--- src/rse_pkg.sv ---
// Shared types and constants for the RPN stack evaluator.
// Token and status codes, plus the command and status structs that join
// the controller and the datapath. No dependencies.
`timescale 1ns / 1ps
`default_nettype none

package rse_pkg;

    localparam int unsigned DATA_W = 32;

    typedef logic [2:0] t_cmd_code;
    typedef logic [2:0] t_status;

    // Token codes.
    localparam t_cmd_code CMD_DIGIT     = 3'd0;
    localparam t_cmd_code CMD_ADD       = 3'd1;
    localparam t_cmd_code CMD_SUB       = 3'd2;
    localparam t_cmd_code CMD_MUL       = 3'd3;
    localparam t_cmd_code CMD_DIV       = 3'd4;
    localparam t_cmd_code CMD_END       = 3'd5;
    localparam t_cmd_code CMD_MALFORMED = 3'd6;

    // Status codes.
    localparam t_status ST_OK         = 3'd0;
    localparam t_status ST_UNDERFLOW  = 3'd1;
    localparam t_status ST_DIVZERO    = 3'd2;
    localparam t_status ST_RANGE      = 3'd3;
    localparam t_status ST_MALFORMED  = 3'd4;
    localparam t_status ST_INCOMPLETE = 3'd5;
    localparam t_status ST_FULL       = 3'd6;

    localparam logic [DATA_W-1:0] INT_MIN   = {1'b1, {(DATA_W-1){1'b0}}};
    localparam logic [DATA_W-1:0] MINUS_ONE = {DATA_W{1'b1}};

    // Source of the value written to the top of stack when an operator commits.
    typedef enum logic [1:0] {
        SRC_ADDSUB = 2'd0,
        SRC_MUL    = 2'd1,
        SRC_DIV    = 2'd2
    } t_src;

    typedef struct packed {
        logic    capture;
        logic    push;
        logic    set_err;
        t_status err_code;
        logic    rd_second;
        logic    mul_load;
        logic    div_start;
        logic    commit;
        t_src    src;
        logic    out_load;
    } t_dp_cmd;

    typedef struct packed {
        t_cmd_code cmd;
        logic      err_set;
        logic      full;
        logic      lt2;
        logic      addsub_ovf;
        logic      mul_ovf;
        logic      b_zero;
        logic      div_ovf;
        logic      div_done;
        logic      out_free;
    } t_dp_stat;

endpackage

`default_nettype wire

--- src/rse_ctrl.sv ---
// Controller of the RPN evaluator: sequences each token through decode,
// operand fetch, arithmetic and response. Uses rse_pkg.
`timescale 1ns / 1ps
`default_nettype none

module rse_ctrl (
    input  wire logic              i_clk,
    input  wire logic              i_rst_n,
    input  wire logic              i_in_valid,
    output logic                   o_in_ready,
    input  wire rse_pkg::t_dp_stat i_stat,
    output rse_pkg::t_dp_cmd       o_cmd
);
    import rse_pkg::*;

    typedef enum logic [5:0] {
        S_IDLE   = 6'b000001,
        S_DECODE = 6'b000010,
        S_EXEC   = 6'b000100,
        S_MULCHK = 6'b001000,
        S_DIVW   = 6'b010000,
        S_RESP   = 6'b100000
    } t_state;

    t_state r_state, n_state;

    always_ff @(posedge i_clk) begin
        if (!i_rst_n) begin
            r_state <= S_IDLE;
        end else begin
            r_state <= n_state;
        end
    end

    always_comb begin
        n_state = r_state;
        o_cmd   = '0;
        case (r_state)
            S_IDLE: begin
                if (i_in_valid) begin
                    o_cmd.capture = 1'b1;
                    n_state       = S_DECODE;
                end
            end
            S_DECODE: begin
                n_state = S_RESP;
                if (i_stat.cmd == CMD_END || i_stat.err_set) begin
                    n_state = S_RESP;
                end else if (i_stat.cmd == CMD_DIGIT) begin
                    if (i_stat.full) begin
                        o_cmd.set_err  = 1'b1;
                        o_cmd.err_code = ST_FULL;
                    end else begin
                        o_cmd.push = 1'b1;
                    end
                end else if (i_stat.cmd inside {[CMD_ADD:CMD_DIV]}) begin
                    if (i_stat.lt2) begin
                        o_cmd.set_err  = 1'b1;
                        o_cmd.err_code = ST_UNDERFLOW;
                    end else begin
                        o_cmd.rd_second = 1'b1;
                        n_state         = S_EXEC;
                    end
                end else begin
                    o_cmd.set_err  = 1'b1;
                    o_cmd.err_code = ST_MALFORMED;
                end
            end
            S_EXEC: begin
                n_state = S_RESP;
                case (i_stat.cmd)
                    CMD_MUL: begin
                        o_cmd.mul_load = 1'b1;
                        n_state        = S_MULCHK;
                    end
                    CMD_DIV: begin
                        if (i_stat.b_zero) begin
                            o_cmd.set_err  = 1'b1;
                            o_cmd.err_code = ST_DIVZERO;
                        end else if (i_stat.div_ovf) begin
                            o_cmd.set_err  = 1'b1;
                            o_cmd.err_code = ST_RANGE;
                        end else begin
                            o_cmd.div_start = 1'b1;
                            n_state         = S_DIVW;
                        end
                    end
                    default: begin
                        if (i_stat.addsub_ovf) begin
                            o_cmd.set_err  = 1'b1;
                            o_cmd.err_code = ST_RANGE;
                        end else begin
                            o_cmd.commit = 1'b1;
                            o_cmd.src    = SRC_ADDSUB;
                        end
                    end
                endcase
            end
            S_MULCHK: begin
                if (i_stat.mul_ovf) begin
                    o_cmd.set_err  = 1'b1;
                    o_cmd.err_code = ST_RANGE;
                end else begin
                    o_cmd.commit = 1'b1;
                    o_cmd.src    = SRC_MUL;
                end
                n_state = S_RESP;
            end
            S_DIVW: begin
                if (i_stat.div_done) begin
                    o_cmd.commit = 1'b1;
                    o_cmd.src    = SRC_DIV;
                    n_state      = S_RESP;
                end
            end
            S_RESP: begin
                if (i_stat.out_free) begin
                    o_cmd.out_load = 1'b1;
                    n_state        = S_IDLE;
                end
            end
            default: begin
                n_state = S_IDLE;
            end
        endcase
    end

    assign o_in_ready = (r_state == S_IDLE);

endmodule

`default_nettype wire

--- config.mk ---
export PLATFORM = sky130hd
export DESIGN_NAME = rse_ctrl
export DESIGN_NICKNAME = d
export VERILOG_FILES = /design/src/rse_pkg.sv /design/src/rse_ctrl.sv
export SDC_FILE = /design/constraint.sdc
export NUM_CORES = 1
export LEC_CHECK = 0
export ABC_AREA = 1
export ABC_CLOCK_PERIOD_IN_PS = 1940
export BUFFER_PORTS_ARGS = -buffer_cell sky130_fd_sc_hd__buf_4
export CORE_MARGIN = 2
export CORE_UTILIZATION = 30
export CTS_CLUSTER_DIAMETER = 60
export CTS_CLUSTER_SIZE = 30
export DETAILED_ROUTE_END_ITERATION = 10
export GPL_ROUTABILITY_DRIVEN = 0
export PLACE_DENSITY_LB_ADDON = 0.12
export SLEW_MARGIN = 20
export SYNTH_ARGS = -nofsm -noshare
export SYNTH_HDL_FRONTEND = slang
export SYNTH_SLANG_ARGS = --single-unit
--- constraint.sdc ---
create_clock -name i_clk -period 1.94 [get_ports i_clk]
set_input_delay 0.291 -clock i_clk [delete_from_list [all_inputs] [get_ports i_clk]]
set_output_delay 0.291 -clock i_clk [all_outputs]
set_load 0.005 [all_outputs]
==> reports/qor.txt <==
Clock latency on the worst-skew pair -> 0.25 ns
Ratio of cells with drive above 1 in the final layout -> 30.7%
Routed wire length on met3 -> 110 um
Number of synthesized register bits -> 6
Upper clock frequency limit -> 0.568 GHz
Post-synth top flop -> sky130_fd_sc_hd__dfxtp_1
Antenna violations before repair -> 0
Clock tree from TritonCTS -> done
Total congestion overflow -> 0
Buffers inserted by post-CTS timing repair -> 0
Design Area, Final -> 823 um2
Fin Hold WS -> 0.250 ns
Final Worst Setup Slack -> 0.179 ns
Total core area -> 1750 um2
Final wirelength -> 1.46 mm
Number of buffers inserted for hold repair after clock tree synthesis -> 0
Global-route wire length before repair -> 2.20 mm
Fraction of post-synthesis cell area in the top cell type by area -> 21.5%
Gates resized, CTS repair -> 0
CTS Buf Count -> 3
Most flops, register -> r_state
Clock Tree Root -> sky130_fd_sc_hd__clkbuf_4
Static Leakage -> 0.000433 uW
Element type at the critical path start -> flop
Fillers -> 202
Clock-pin slew of the registers on the worst-case setup and hold paths -> 0.05 ns
DR iter-0 viols -> 21
Async set or reset register ratio after synthesis -> 0%
Number of flip-flops in the largest register -> 6
Total Die Area -> 2230 um2
Class of the tightest hold or removal check -> in -> reg
Met2 routed WL -> 660 um
Max-cap viol count -> 0
Top Registers -> r_state (6)
Max-slew violation total from the final report -> 0
Synthesized Nets -> 111
Netlist Area Pre-Place -> 559 um2
Relative slew slack -> 72.5%
Yosys synthesis warning count -> 0
Pin slew with the least headroom to its limit -> 0.409 ns
Largest net degree at the start of global routing -> 7
Number of sinks driven by the clock tree -> 6
Count of boundary I/O pins -> 29
DIE WIDTH -> 47.2 um
Max Root-Sink Buffers -> 2
Top routing layer used -> met4
Element type at the critical path end -> output pin
Initial DRT Pass Iterations -> 4
Sum Neg Setup Slack -> 0 ns
Cell with the most instances after synthesis -> sky130_fd_sc_hd__nor2_1
Initial core utilization -> 32.0%
Maximum resistive drop on vdd -> 0.428 mV
Commonest cells in the synthesized netlist -> 20 x sky130_fd_sc_hd__nor2_1, 18 x sky130_fd_sc_hd__inv_1, 13 x sky130_fd_sc_hd__nand2_1
Nets -> 144
Vertical die dimension -> 47.2 um
Area delta synth->final -> 47.2%
Total via count after detailed routing -> 712
Port Buffer Count -> 28
Unrepaired setup endpoints after global routing -> no
Final hold viol count -> 0
DRC Markers -> 0
Post-synth cell types -> 18
Gate count after technology mapping -> 96
Fraction of the cycle the final worst path needs -> 90.8%
Number of placement rows -> 15
Total routing usage reported by global routing -> 14.6%
Detailed placer's ending HPWL -> 1.22 mm
H-tree depth -> 1
P per Cell Area -> 421 nW/um2
Min Tclk post-route -> 1.76 ns
Sequential cell area fraction in the yosys report -> 21.5%
Largest cells by area after synthesis -> sky130_fd_sc_hd__dfxtp_1 21%, sky130_fd_sc_hd__nor2_1 13%, sky130_fd_sc_hd__inv_1 12%
Data arrival time of the critical path -> 1.47 ns
Run status -> finished, final reports clean
WS Path Type -> reg -> out
Critical path data required time -> 1.65 ns
EDFF count, synth -> 0
Number of inserted diodes -> 0
Max Clock Skew -> 0.00382 ns
Highest net fanout along the worst path -> 6
Vias in the first global route -> 554
Final setup violating endpoints -> 0
Avg WL per Cell -> 9.63 um
Power Total -> 346 uW
Remaining antenna violation count -> 0
Worst slack at placement -> 0.356 ns
Leading area contributor after synthesis -> sky130_fd_sc_hd__dfxtp_1
Average cell area after synthesis -> 5.83 um2
Average via count per standard cell -> 4.68
Met1 wire length -> 679 um
Placed cell areas -> 801 um2
==> routing by layer <==
metal,up-vias,global-route usage [%]
met5,-,0
met4,0,5.00
met3,2,6.15
met1,315,17.1
met2,20,23.8
li1,375,-
==> through the flow <==
| stage | instances | utilization [%] |
|---|---|---|
| 2_1_floorplan | 96 | - |
| 3_3_place_gp | 149 | 45.9 |
| 3_5_place_dp | 149 | 45.9 |
| 4_1_cts | 152 | 47.2 |
| 5_1_grt | 152 | 47.2 |
| 6_report | 152 | 47.2 |
==> final timing paths <==
path | start | endpoint | slack (ns) | cells after the start
worst max-delay path | r_state[3] | o_cmd[7] | 0.18 | 6
worst min register to register | r_state[0] | r_state[1] | 0.64 | 4
worst min-delay path | i_rst_n | r_state[0] | 0.25 | 2
worst max register to register | r_state[3] | r_state[0] | 0.65 | 8
==> layout by cell type (no fill, tap or decap) <==
master,count
sky130_fd_sc_hd__buf_4,28
sky130_fd_sc_hd__nor2_1,20
sky130_fd_sc_hd__inv_1,18
sky130_fd_sc_hd__nand2_1,13
sky130_fd_sc_hd__nand3_1,10
sky130_fd_sc_hd__a21oi_1,6
sky130_fd_sc_hd__dfxtp_1,6
sky130_fd_sc_hd__nand4_1,5
sky130_fd_sc_hd__nor2_4,3
sky130_fd_sc_hd__o21ai_0,3
sky130_fd_sc_hd__clkbuf_4,3
sky130_fd_sc_hd__o21bai_1,2
sky130_fd_sc_hd__nor2_2,2
sky130_fd_sc_hd__nand3b_1,2
sky130_fd_sc_hd__inv_2,1
sky130_fd_sc_hd__nand3_2,1
sky130_fd_sc_hd__o31ai_1,1
sky130_fd_sc_hd__nor4_2,1
sky130_fd_sc_hd__nor3_1,1
sky130_fd_sc_hd__nor4_1,1
==> critical path: stages, from the launching register on <==
cell and delay (ns):
sky130_fd_sc_hd__dfxtp_1 0.34, sky130_fd_sc_hd__nor2_4 0.18, sky130_fd_sc_hd__nand3_1 0.15, sky130_fd_sc_hd__nor2_2 0.19, sky130_fd_sc_hd__nand4_1 0.13, sky130_fd_sc_hd__nand3b_1 0.12, sky130_fd_sc_hd__buf_4 0.11
==> cell type report <==
type	count	area [um2]	share of cell area (%)
tap	25	31.3	3.80
sequential	6	120	14.6
multi-input combinational	71	368	44.7
timing repair buffer	28	210	25.5
clock buffer	3	22.5	2.74
inverter	19	71.3	8.66
==> cells by family after synthesis <==
kind of cell | Yosys count | synth area share (%)
buffers and inverters | 19 | 12.8
DFF | 6 | 21.5
and+or+nand+nor | 59 | 53.7
AOI/OAI and AO/OA | 12 | 12.1
==> report_power, final <==
group	internal, uW	switching, uW
clock	70.0	45.6
sequential	129	5.31
combinational	46.0	50.9
total	245	102
Note: power is estimated with default switching activity, not from simulation.
